`config.mk`:
```
export PLATFORM = sky130hd
export DESIGN_NAME = logistic_map_bifurcation_point_unit
export DESIGN_NICKNAME = d
export VERILOG_FILES = /design/src/hdl/lmbp_pkg.sv /design/src/hdl/logistic_map_bifurcation_point_unit.sv /design/src/hdl/lmbp_seq.sv
export VERILOG_INCLUDE_DIRS = /design/src /design/src/hdl
export SDC_FILE = /design/constraint.sdc
export NUM_CORES = 2
export LEC_CHECK = 0
export BUFFER_PORTS_ARGS = -buffer_cell sky130_fd_sc_hd__buf_2
export CAP_MARGIN = 10
export CORE_ASPECT_RATIO = 0.8
export CORE_MARGIN = 1
export CORE_UTILIZATION = 52
export CTS_CLUSTER_SIZE = 24
export DETAILED_ROUTE_END_ITERATION = 10
export PLACE_DENSITY = 0.69
export RECOVER_POWER = 100
export SLEW_MARGIN = 40
export SYNTH_ARGS = -nofsm -noshare
export SYNTH_HDL_FRONTEND = slang
export SYNTH_HIERARCHICAL = 1
export SYNTH_SLANG_ARGS = --single-unit
```
`constraint.sdc`:
```
create_clock -name clk -period 22.8 [get_ports clk]
set_clock_uncertainty 0.15 [all_clocks]
set_input_delay 6.84 -clock clk [delete_from_list [all_inputs] [get_ports clk]]
set_output_delay 6.84 -clock clk [all_outputs]
set_load 0.005 [all_outputs]
```
`src/hdl/logistic_map_bifurcation_point_unit_assert.svh`:
```
// Assertion macros for the bifurcation point unit
`ifndef LOGISTIC_MAP_BIFURCATION_POINT_UNIT_ASSERT_SVH
`define LOGISTIC_MAP_BIFURCATION_POINT_UNIT_ASSERT_SVH

// same-cycle implication, checked outside reset
`define LMBP_ASSERT_NOW(label, ante, cons, msg) \
  label: assert property (@(posedge clk) disable iff (!rst_n) (ante) |-> (cons)) \
    else $error(msg);

// next-cycle implication, checked outside reset
`define LMBP_ASSERT_NEXT(label, ante, cons, msg) \
  label: assert property (@(posedge clk) disable iff (!rst_n) (ante) |=> (cons)) \
    else $error(msg);

`endif

```
`src/hdl/lmbp_pkg.sv`:
```
`timescale 1ns / 1ps

package lmbp_pkg;

  localparam int VALUE_FRACTION_BITS = 31;
  localparam int RATE_FRACTION_BITS  = 29;

  localparam int ITER_W    = 20;
  localparam int DIM_W     = 16;
  localparam int RATE_W    = 32;
  localparam int VAL_W     = 32;
  localparam int PROD_W    = 64;
  localparam int NUM_W     = 48;
  localparam int Y_W       = DIM_W + 1;
  localparam int XC_W      = PROD_W - RATE_FRACTION_BITS;
  localparam int CFG_IDX_W = 3;
  localparam int CFG_W     = 32;
  localparam int PC_W      = 4;

  localparam logic [ITER_W-1:0] DIV_STEPS = ITER_W'(NUM_W);

  localparam logic [VAL_W-1:0]  VALUE_ONE = VAL_W'(64'd1 << VALUE_FRACTION_BITS);
  localparam logic [RATE_W-1:0] RATE_MAX  = 32'h8000_0000;

  localparam logic [ITER_W-1:0] ITER_COUNT_RST   = 20'd10000;
  localparam logic [DIM_W-1:0]  IMAGE_WIDTH_RST  = 16'd26500;
  localparam logic [DIM_W-1:0]  IMAGE_HEIGHT_RST = 16'd20960;
  localparam logic [RATE_W-1:0] RATE_START_RST   = 32'd1879048192;
  localparam logic [RATE_W-1:0] RATE_END_RST     = 32'h8000_0000;

  typedef enum logic [CFG_IDX_W-1:0] {
    REG_ITER_COUNT   = 3'd0,
    REG_IMAGE_WIDTH  = 3'd1,
    REG_IMAGE_HEIGHT = 3'd2,
    REG_RATE_START   = 3'd3,
    REG_RATE_END     = 3'd4
  } cfg_reg_t;

  typedef logic [PC_W-1:0] pc_t;

  localparam pc_t S_IDLE = 4'd0;
  localparam pc_t S_CHK  = 4'd1;
  localparam pc_t S_MXX  = 4'd2;
  localparam pc_t S_MAP  = 4'd3;
  localparam pc_t S_UPD  = 4'd4;
  localparam pc_t S_HX   = 4'd5;
  localparam pc_t S_ROW  = 4'd6;
  localparam pc_t S_COL  = 4'd7;
  localparam pc_t S_DIVI = 4'd8;
  localparam pc_t S_DIV  = 4'd9;
  localparam pc_t S_SAT  = 4'd10;
  localparam pc_t S_EMIT = 4'd11;

  typedef enum logic [2:0] {
    MUL_NONE, MUL_XMX, MUL_AP, MUL_HX, MUL_WA
  } mul_sel_t;

  typedef enum logic [2:0] {
    CNT_HOLD, CNT_ONE, CNT_INC, CNT_DIV, CNT_DEC
  } cnt_op_t;

  typedef enum logic [2:0] {
    J_NEVER, J_ALWAYS, J_ITER_DONE, J_ITER_MORE, J_Y_ZERO, J_COL_ZERO, J_DIV_MORE
  } jump_t;

  typedef enum logic [1:0] {
    W_NONE, W_NO_INPUT, W_OUT_BUSY
  } wait_t;

  typedef struct packed {
    logic     in_ready;
    wait_t    wait_on;
    jump_t    jump;
    pc_t      target;
    mul_sel_t mul_sel;
    cnt_op_t  cnt_op;
    logic     ld_in;
    logic     ld_x;
    logic     ld_y;
    logic     ld_den;
    logic     clr_q;
    logic     ld_dvd;
    logic     div_step;
    logic     ld_col;
    logic     ld_out;
  } ctl_word_t;

  typedef struct packed {
    logic in_valid;
    logic out_busy;
    logic iter_done;
    logic iter_more;
    logic y_zero;
    logic col_zero;
    logic div_more;
  } dp_status_t;

  localparam ctl_word_t CTL_NOP = '0;

  function automatic ctl_word_t ucode(pc_t pc);
    ctl_word_t w;
    w = CTL_NOP;
    case (pc)
      S_IDLE: begin
        w.in_ready = 1'b1;
        w.wait_on  = W_NO_INPUT;
        w.ld_in    = 1'b1;
        w.cnt_op   = CNT_ONE;
      end
      S_CHK: begin
        w.jump   = J_ITER_DONE;
        w.target = S_HX;
      end
      S_MXX: begin
        w.mul_sel = MUL_XMX;
      end
      S_MAP: begin
        w.mul_sel = MUL_AP;
      end
      S_UPD: begin
        w.ld_x   = 1'b1;
        w.cnt_op = CNT_INC;
        w.jump   = J_ITER_MORE;
        w.target = S_MXX;
      end
      S_HX: begin
        w.mul_sel = MUL_HX;
      end
      S_ROW: begin
        w.ld_y   = 1'b1;
        w.jump   = J_Y_ZERO;
        w.target = S_IDLE;
      end
      S_COL: begin
        w.ld_den  = 1'b1;
        w.clr_q   = 1'b1;
        w.mul_sel = MUL_WA;
        w.jump    = J_COL_ZERO;
        w.target  = S_SAT;
      end
      S_DIVI: begin
        w.ld_dvd = 1'b1;
        w.cnt_op = CNT_DIV;
      end
      S_DIV: begin
        w.div_step = 1'b1;
        w.cnt_op   = CNT_DEC;
        w.jump     = J_DIV_MORE;
        w.target   = S_DIV;
      end
      S_SAT: begin
        w.ld_col = 1'b1;
      end
      S_EMIT: begin
        w.wait_on = W_OUT_BUSY;
        w.ld_out  = 1'b1;
        w.jump    = J_ALWAYS;
        w.target  = S_IDLE;
      end
      default: begin
        w.jump   = J_ALWAYS;
        w.target = S_IDLE;
      end
    endcase
    return w;
  endfunction

endpackage

```
`src/hdl/logistic_map_bifurcation_point_unit.sv`:
```
// Logistic map bifurcation point unit. Each request carries a growth rate a (29 fraction
// bits, clamped to 4.0) and a start value x0 (31 fraction bits, clamped to 1.0). The unit
// applies x = a*x*(1-x) iteration_count-1 times, truncating after each multiply, then returns
// plot_row = image_height - floor(image_height*x), the column
// floor(image_width*(a-rate_start)/(rate_end-rate_start)) saturated to [0, image_width], and
// the final x. A request whose floor(image_height*x) is zero yields no result. One request
// is worked at a time. The map loop takes three steps per iteration on the single 32x32
// multiplier; the 48-step column divide makes one quotient bit per cycle and is skipped when
// the column is zero. The next request can be taken in the cycle after the result is loaded
// into the output register, even if it is not yet taken. Configuration is written through
// cfg_wr_en/cfg_index/cfg_wdata by the user only while the unit is idle; it is not enforced.
`timescale 1ns / 1ps
`include "logistic_map_bifurcation_point_unit_assert.svh"

module logistic_map_bifurcation_point_unit (
  input  logic                              clk,
  input  logic                              rst_n,
  // growth_rate [31:0], start_value [63:32]
  input  logic [63:0]                       in_tdata,
  input  logic                              in_tvalid,
  output logic                              in_tready,
  // plot_row [15:0], plot_column [31:16], final_value [63:32]
  output logic [63:0]                       out_tdata,
  output logic                              out_tvalid,
  input  logic                              out_tready,
  input  logic                              cfg_wr_en,
  input  logic [lmbp_pkg::CFG_IDX_W-1:0]    cfg_index,
  input  logic [lmbp_pkg::CFG_W-1:0]        cfg_wdata
);
  import lmbp_pkg::*;

  ctl_word_t  ctl;
  dp_status_t status;

  logic [ITER_W-1:0] iter_count_r, iter_count_nxt;
  logic [DIM_W-1:0]  width_r, width_nxt;
  logic [DIM_W-1:0]  height_r, height_nxt;
  logic [RATE_W-1:0] rate_start_r, rate_start_nxt;
  logic [RATE_W-1:0] rate_end_r, rate_end_nxt;

  logic [RATE_W-1:0] a_r, a_nxt;
  logic [VAL_W-1:0]  x_r, x_nxt;
  logic [PROD_W-1:0] prod_r, prod_nxt;
  logic [ITER_W-1:0] cnt_r, cnt_nxt;
  logic [DIM_W-1:0]  y_r, y_nxt;
  logic [RATE_W-1:0] den_r, den_nxt;
  logic [RATE_W-1:0] rem_r, rem_nxt;
  logic [NUM_W-1:0]  dvd_r, dvd_nxt;
  logic [DIM_W-1:0]  col_r, col_nxt;
  logic              out_tvalid_r, out_tvalid_nxt;
  logic [DIM_W-1:0]  out_row_r, out_row_nxt;
  logic [DIM_W-1:0]  out_col_r, out_col_nxt;
  logic [VAL_W-1:0]  out_val_r, out_val_nxt;

  logic [RATE_W-1:0] in_rate;
  logic [VAL_W-1:0]  in_start;
  logic [VAL_W-1:0]  op_a;
  logic [VAL_W-1:0]  op_b;
  logic [XC_W-1:0]   x_cand;
  logic [Y_W-1:0]    y_full;
  logic [RATE_W:0]   rem_sh;
  logic              rem_ge;
  logic              in_acc;

  lmbp_seq u_seq (
    .clk    (clk),
    .rst_n  (rst_n),
    .status (status),
    .ctl    (ctl)
  );

  assign in_tready = ctl.in_ready;
  assign in_acc    = in_tvalid && in_tready;

  assign in_rate  = (in_tdata[31:0] > RATE_MAX) ? RATE_MAX : in_tdata[31:0];
  assign in_start = (in_tdata[63:32] > VALUE_ONE) ? VALUE_ONE : in_tdata[63:32];

  assign x_cand = prod_r[PROD_W-1:RATE_FRACTION_BITS];
  assign y_full = prod_r[VALUE_FRACTION_BITS +: Y_W];
  assign rem_sh = {rem_r, dvd_r[NUM_W-1]};
  assign rem_ge = rem_sh >= {1'b0, den_r};

  always_comb begin
    status.in_valid  = in_tvalid;
    status.out_busy  = out_tvalid_r && !out_tready;
    status.iter_done = !(cnt_r < iter_count_r);
    status.iter_more = ({1'b0, cnt_r} + 1'b1) < {1'b0, iter_count_r};
    status.y_zero    = (y_full == '0);
    status.col_zero  = (rate_end_r <= rate_start_r) || (a_r < rate_start_r);
    status.div_more  = (cnt_r != ITER_W'(1));
  end

  // configuration registers
  always_comb begin
    iter_count_nxt = iter_count_r;
    width_nxt      = width_r;
    height_nxt     = height_r;
    rate_start_nxt = rate_start_r;
    rate_end_nxt   = rate_end_r;
    if (cfg_wr_en) begin
      case (cfg_reg_t'(cfg_index))
        REG_ITER_COUNT:   iter_count_nxt = cfg_wdata[ITER_W-1:0];
        REG_IMAGE_WIDTH:  width_nxt      = cfg_wdata[DIM_W-1:0];
        REG_IMAGE_HEIGHT: height_nxt     = cfg_wdata[DIM_W-1:0];
        REG_RATE_START:   rate_start_nxt = cfg_wdata[RATE_W-1:0];
        REG_RATE_END:     rate_end_nxt   = cfg_wdata[RATE_W-1:0];
        default: ;
      endcase
    end
  end

  // shared multiplier operands
  always_comb begin
    case (ctl.mul_sel)
      MUL_XMX: begin
        op_a = x_r;
        op_b = VALUE_ONE - x_r;
      end
      MUL_AP: begin
        op_a = a_r;
        op_b = prod_r[VALUE_FRACTION_BITS +: VAL_W];
      end
      MUL_HX: begin
        op_a = VAL_W'(height_r);
        op_b = x_r;
      end
      MUL_WA: begin
        op_a = VAL_W'(width_r);
        op_b = a_r - rate_start_r;
      end
      default: begin
        op_a = '0;
        op_b = '0;
      end
    endcase
  end

  always_comb begin
    a_nxt    = a_r;
    x_nxt    = x_r;
    prod_nxt = prod_r;
    cnt_nxt  = cnt_r;
    y_nxt    = y_r;
    den_nxt  = den_r;
    rem_nxt  = rem_r;
    dvd_nxt  = dvd_r;
    col_nxt  = col_r;

    if (ctl.ld_in) begin
      a_nxt = in_rate;
      x_nxt = in_start;
    end
    if (ctl.ld_x) begin
      x_nxt = (x_cand > XC_W'(VALUE_ONE)) ? VALUE_ONE : x_cand[VAL_W-1:0];
    end
    if (ctl.mul_sel != MUL_NONE) begin
      prod_nxt = {{(PROD_W-VAL_W){1'b0}}, op_a} * {{(PROD_W-VAL_W){1'b0}}, op_b};
    end

    case (ctl.cnt_op)
      CNT_HOLD: cnt_nxt = cnt_r;
      CNT_ONE:  cnt_nxt = ITER_W'(1);
      CNT_INC:  cnt_nxt = cnt_r + 1'b1;
      CNT_DIV:  cnt_nxt = DIV_STEPS;
      CNT_DEC:  cnt_nxt = cnt_r - 1'b1;
      default:  cnt_nxt = cnt_r;
    endcase

    if (ctl.ld_y) begin
      y_nxt = (y_full > Y_W'(height_r)) ? height_r : y_full[DIM_W-1:0];
    end
    if (ctl.ld_den) begin
      den_nxt = rate_end_r - rate_start_r;
    end
    if (ctl.clr_q) begin
      dvd_nxt = '0;
    end
    if (ctl.ld_dvd) begin
      dvd_nxt = prod_r[NUM_W-1:0];
      rem_nxt = '0;
    end
    if (ctl.div_step) begin
      rem_nxt = rem_ge ? RATE_W'(rem_sh - {1'b0, den_r}) : rem_sh[RATE_W-1:0];
      dvd_nxt = {dvd_r[NUM_W-2:0], rem_ge};
    end
    if (ctl.ld_col) begin
      col_nxt = (dvd_r > NUM_W'(width_r)) ? width_r : dvd_r[DIM_W-1:0];
    end
  end

  // output register
  always_comb begin
    out_row_nxt = out_row_r;
    out_col_nxt = out_col_r;
    out_val_nxt = out_val_r;
    if (out_tready) begin
      out_tvalid_nxt = 1'b0;
    end else begin
      out_tvalid_nxt = out_tvalid_r;
    end
    if (ctl.ld_out) begin
      out_tvalid_nxt = 1'b1;
      out_row_nxt    = height_r - y_r;
      out_col_nxt    = col_r;
      out_val_nxt    = x_r;
    end
  end

  always_ff @(posedge clk) begin
    if (!rst_n) begin
      iter_count_r <= ITER_COUNT_RST;
      width_r      <= IMAGE_WIDTH_RST;
      height_r     <= IMAGE_HEIGHT_RST;
      rate_start_r <= RATE_START_RST;
      rate_end_r   <= RATE_END_RST;
      out_tvalid_r <= 1'b0;
    end else begin
      iter_count_r <= iter_count_nxt;
      width_r      <= width_nxt;
      height_r     <= height_nxt;
      rate_start_r <= rate_start_nxt;
      rate_end_r   <= rate_end_nxt;
      out_tvalid_r <= out_tvalid_nxt;
    end
  end

  always_ff @(posedge clk) begin
    a_r       <= a_nxt;
    x_r       <= x_nxt;
    prod_r    <= prod_nxt;
    cnt_r     <= cnt_nxt;
    y_r       <= y_nxt;
    den_r     <= den_nxt;
    rem_r     <= rem_nxt;
    dvd_r     <= dvd_nxt;
    col_r     <= col_nxt;
    out_row_r <= out_row_nxt;
    out_col_r <= out_col_nxt;
    out_val_r <= out_val_nxt;
  end

  assign out_tvalid = out_tvalid_r;
  assign out_tdata  = {out_val_r, out_col_r, out_row_r};

  `LMBP_ASSERT_NEXT(a_one_at_a_time, in_acc, !in_tready, "request taken while one is in work")
  `LMBP_ASSERT_NEXT(a_start_clamped, in_acc, x_r <= VALUE_ONE, "start value above one")
  `LMBP_ASSERT_NOW(a_out_slot_free, ctl.ld_out, !out_tvalid_r || out_tready, "result overwritten")
  `LMBP_ASSERT_NOW(a_row_nonzero, ctl.ld_out, y_r != '0, "result emitted for zero height")

endmodule

```
`src/hdl/lmbp_seq.sv`:
```
`timescale 1ns / 1ps

module lmbp_seq (
  input  logic                   clk,
  input  logic                   rst_n,
  input  lmbp_pkg::dp_status_t   status,
  output lmbp_pkg::ctl_word_t    ctl
);
  import lmbp_pkg::*;

  pc_t       pc_r;
  pc_t       pc_nxt;
  ctl_word_t word;
  logic      waiting;
  logic      taken;

  always_comb begin
    word = ucode(pc_r);

    waiting = ((word.wait_on == W_NO_INPUT) && !status.in_valid) ||
              ((word.wait_on == W_OUT_BUSY) && status.out_busy);

    case (word.jump)
      J_NEVER:     taken = 1'b0;
      J_ALWAYS:    taken = 1'b1;
      J_ITER_DONE: taken = status.iter_done;
      J_ITER_MORE: taken = status.iter_more;
      J_Y_ZERO:    taken = status.y_zero;
      J_COL_ZERO:  taken = status.col_zero;
      J_DIV_MORE:  taken = status.div_more;
      default:     taken = 1'b0;
    endcase

    if (waiting) begin
      pc_nxt = pc_r;
    end else if (taken) begin
      pc_nxt = word.target;
    end else begin
      pc_nxt = pc_r + 1'b1;
    end

    // hold the datapath while the step waits
    ctl = word;
    if (waiting) begin
      ctl          = CTL_NOP;
      ctl.in_ready = word.in_ready;
    end
  end

  always_ff @(posedge clk) begin
    if (!rst_n) begin
      pc_r <= S_IDLE;
    end else begin
      pc_r <= pc_nxt;
    end
  end

endmodule
```
==> results <==
- The flow ran to the end, but the final reports show violations.
- The checks that failed: capacitance limit, slew limit.
- Data on the critical path arrives at its endpoint at 20.02 ns.
- The later pin in the worst-skew pair is clocked with a latency of 0.64 ns.
- The setup path with the least slack is of type input port to flip-flop.
- The layout overhead on the synthesized area is 7.003%.
- The global routing usage on met2 is 0.5177.
- Static timing analysis puts the maximum clock frequency at about 50 MHz.
- The DRC marker count from the first detailed-route iteration is 5721.
- Using the TritonRoute via totals, the vias-per-cell ratio works out to 6.037.
- The post-synthesis instance area is a little over 60000 um^2.
- The die height is ~310 um.
- Setup violations remaining at the end of the flow were counted as 0.
- During synthesis, Yosys emitted a total of 6 warnings.
- The initialized floorplan defines 112 standard-cell rows.
- The maximum buffer depth of the clock tree is 3.
- The met1 usage is 0.5123.
- In this run the power density over the cells is roughly 83 nW/um^2.
- The average footprint of a synthesized cell is approximately 9.0 um^2.
- The startpoint class of the critical path is an input port.
- The max-slew violation count is 669.
- After the last flow step, the layout net total stands at a little over 8000.
- The hold buffer count at CTS is 0.
- The congestion estimate from routability-driven global placement came to between 1 and 1.5.
- The mean routed wirelength per cell is 25.39 um.
- The cell leakage power is 29.96 nW.
- The number of max-cap violations is 18.
- The total overflow reported by the global router is 0.
- Clock tree synthesis found a total of about 480 sinks.
- Buffers placed on the I/O ports in this run total 169.
- In this run the horizontal extent of the chip is 386.5 um.
- In the layout the commonest cells are sky130_fd_sc_hd__inv_1 (1174), sky130_fd_sc_hd__nand2_1 (1061), sky130_fd_sc_hd__fa_1 (900).
- The core area is 117000 um^2.
- The number of design rule violations left after detail routing is 0.
- The share of total power in sequential cells is 0.287.
- Among all stages on the critical path, the largest delay is contributed by sky130_fd_sc_hd__clkbuf_1.
- In the global route stage, met3 resource usage came out at 0.1112.
- Of the total power, the share spent switching nets is 0.5162.
- The internal power summed over all cells is 2.638 mW.
- The largest fanout on the critical path is 43.
- STA puts the critical path data required time at 22.99 ns.
- The share of total power dissipated in combinational logic is 0.562.
- Summed over all nets, the half-perimeter wirelength after detailed placement is 169.0 mm.
- The power spent charging and discharging nets is between 2 and 3 mW.
- The maximum VDD drop is 81.23 uV.
- The commonest non-fill, non-tap cell in the layout is sky130_fd_sc_hd__inv_1.
- The share of post-route cells with drive strength above 1 is 0.06206.
- The count of H-tree levels built during CTS is 2.
- Adding up every negative setup slack in the final design gives 0 ns.
- Setup repair after global routing left no endpoint under its margin.
- In this run the count of I/O pins placed on the die edge is 170.
- The clock root buffer is sky130_fd_sc_hd__clkbuf_16.
- The first detailed-routing pass ran for 6 iterations.
- The number of global-route vias before repair is 49960.
- The remaining number of nets flagged by the antenna check after routing is 0.
- The overall via count from detail_route is slightly above 50000.
- The first-pass GRT wire length is 319.6 mm.
- The die covers 119700 um^2.
- The cell count after synthesis is 6839.
- The worst setup path is captured at a flip-flop.
- In this design, the stage delay of the slowest critical-path cell is approximately 1.5 ns.
- The total routing usage reported by global routing is 0.3600.
- Clock-pin slew was measured on the worst setup and hold paths at 0.07 ns.
- For this configuration, the core starts out at a cell density of 0.5256.
- The worst hold-check path type is flip-flop to flip-flop.
- The initial antenna violation count was 11.
- The share of total power in the clock network is 0.151.
- The shortest period the worst path allows is 19.83 ns.
- The cell that appears most often on the critical path is sky130_fd_sc_hd__fa_1.
- In this run the post-CTS setup repair buffer count came out at 0.
- The worst-case headroom to the max-slew limit is -1.786.
- The number of nets in the synthesized netlist is 8296.
- Counting the buffers created by CTS gives 48.
- The fill cell total of the finished layout is 10610.
- The final number of hold-violating endpoints is 0.
- Entering global routing, the biggest net connects 72 pins.
- At the pin with the least slew margin, the transition time is 4.180 ns.
- Of the available clock period, the critical path in the final layout requires 0.8696.
- TritonCTS built the clock tree.
- The number of cells upsized or downsized after cts is 0.
- The overall power consumption is 5.453 mW.
- After global routing, the most crowded layer is met2.
- After detailed routing, the total wire length is 214.3 mm.
[cell type report]
cell class                 instances  area (um^2)  area share
clock buffer                      64         1285     0.01953
inverter                        1175         4410     0.06702
clock inverter                    23        279.0    0.004240
tap                             1539         1926     0.02926
sequential                       477        13110      0.1993
multi-input combinational       4844        42950      0.6527
antenna                            6        15.01   0.0002282
timing repair buffer             314         1826     0.02774
[metrics by stage]
step / std cells / util / setup WS, ns / hold slack (ns) / instance area, um^2
after floorplan: 6839 / - / 6.720 / 0.2503 / 61500
after global placement: 8340 / 0.5492 / 4.669 / 0.2504 / 64260
after detailed placement: 8348 / 0.5502 / 4.444 / 0.2545 / 64380
after CTS: 8435 / 0.5636 / 5.049 / 0.2528 / 65950
after global routing: 8436 / 0.5622 / 2.291 / 0.2749 / 65790
final: 8442 / 0.5624 / 2.973 / 0.2644 / 65800
[routing by layer]
metal / vias to the layer above / share of wire
met3: 490 / 0.13
li1: 22150 / -
met5: - / 0.0020
met2: 2946 / 0.41
met4: 14 / 0.040
met1: 25370 / 0.42
[power by group through the flow]
stage / clock (mW) / sequential (mW) / combinational [mW]
2_1_floorplan: 0 / 1.35 / 1.92
3_3_place_gp: 0 / 1.54 / 2.92
3_5_place_dp: 0 / 1.54 / 2.98
4_1_cts: 0.827 / 1.52 / 2.99
5_1_grt: 0.859 / 1.57 / 3.27
6_report: 0.826 / 1.56 / 3.06
[registers in the layout, indices dropped and copies added, names as in the netlist, 20 cells and up]
register and cells:
cnt_r 20, den_r 32, prod_r 64, dvd_r 48, iter_count_r 20, rate_start_r 32
rate_end_r 32, x_r 32, out_val_r 32, a_r 32, rem_r 32
[final timing paths]
path              slack, ns  cells past startpoint           from           end
hold / removal         0.26                      0       col_r[4]  out_col_r[4]
hold reg to reg        0.26                      0       col_r[4]  out_col_r[4]
setup reg to reg       8.38                     36  u_seq/pc_r[0]    prod_r[59]
setup / recovery       2.97                     36     out_tready    prod_r[59]
[critical path: cells and delay by family]
family	cells	cell delay (ns)
AOI/OAI and AO/OA	6	1.44
xor gates and xnor gates	1	0.10
buffers and inverters	10	4.21
adders and majority gates	9	4.58
and+or+nand+nor	10	2.76
Note: power is estimated with default switching activity, not from simulation.
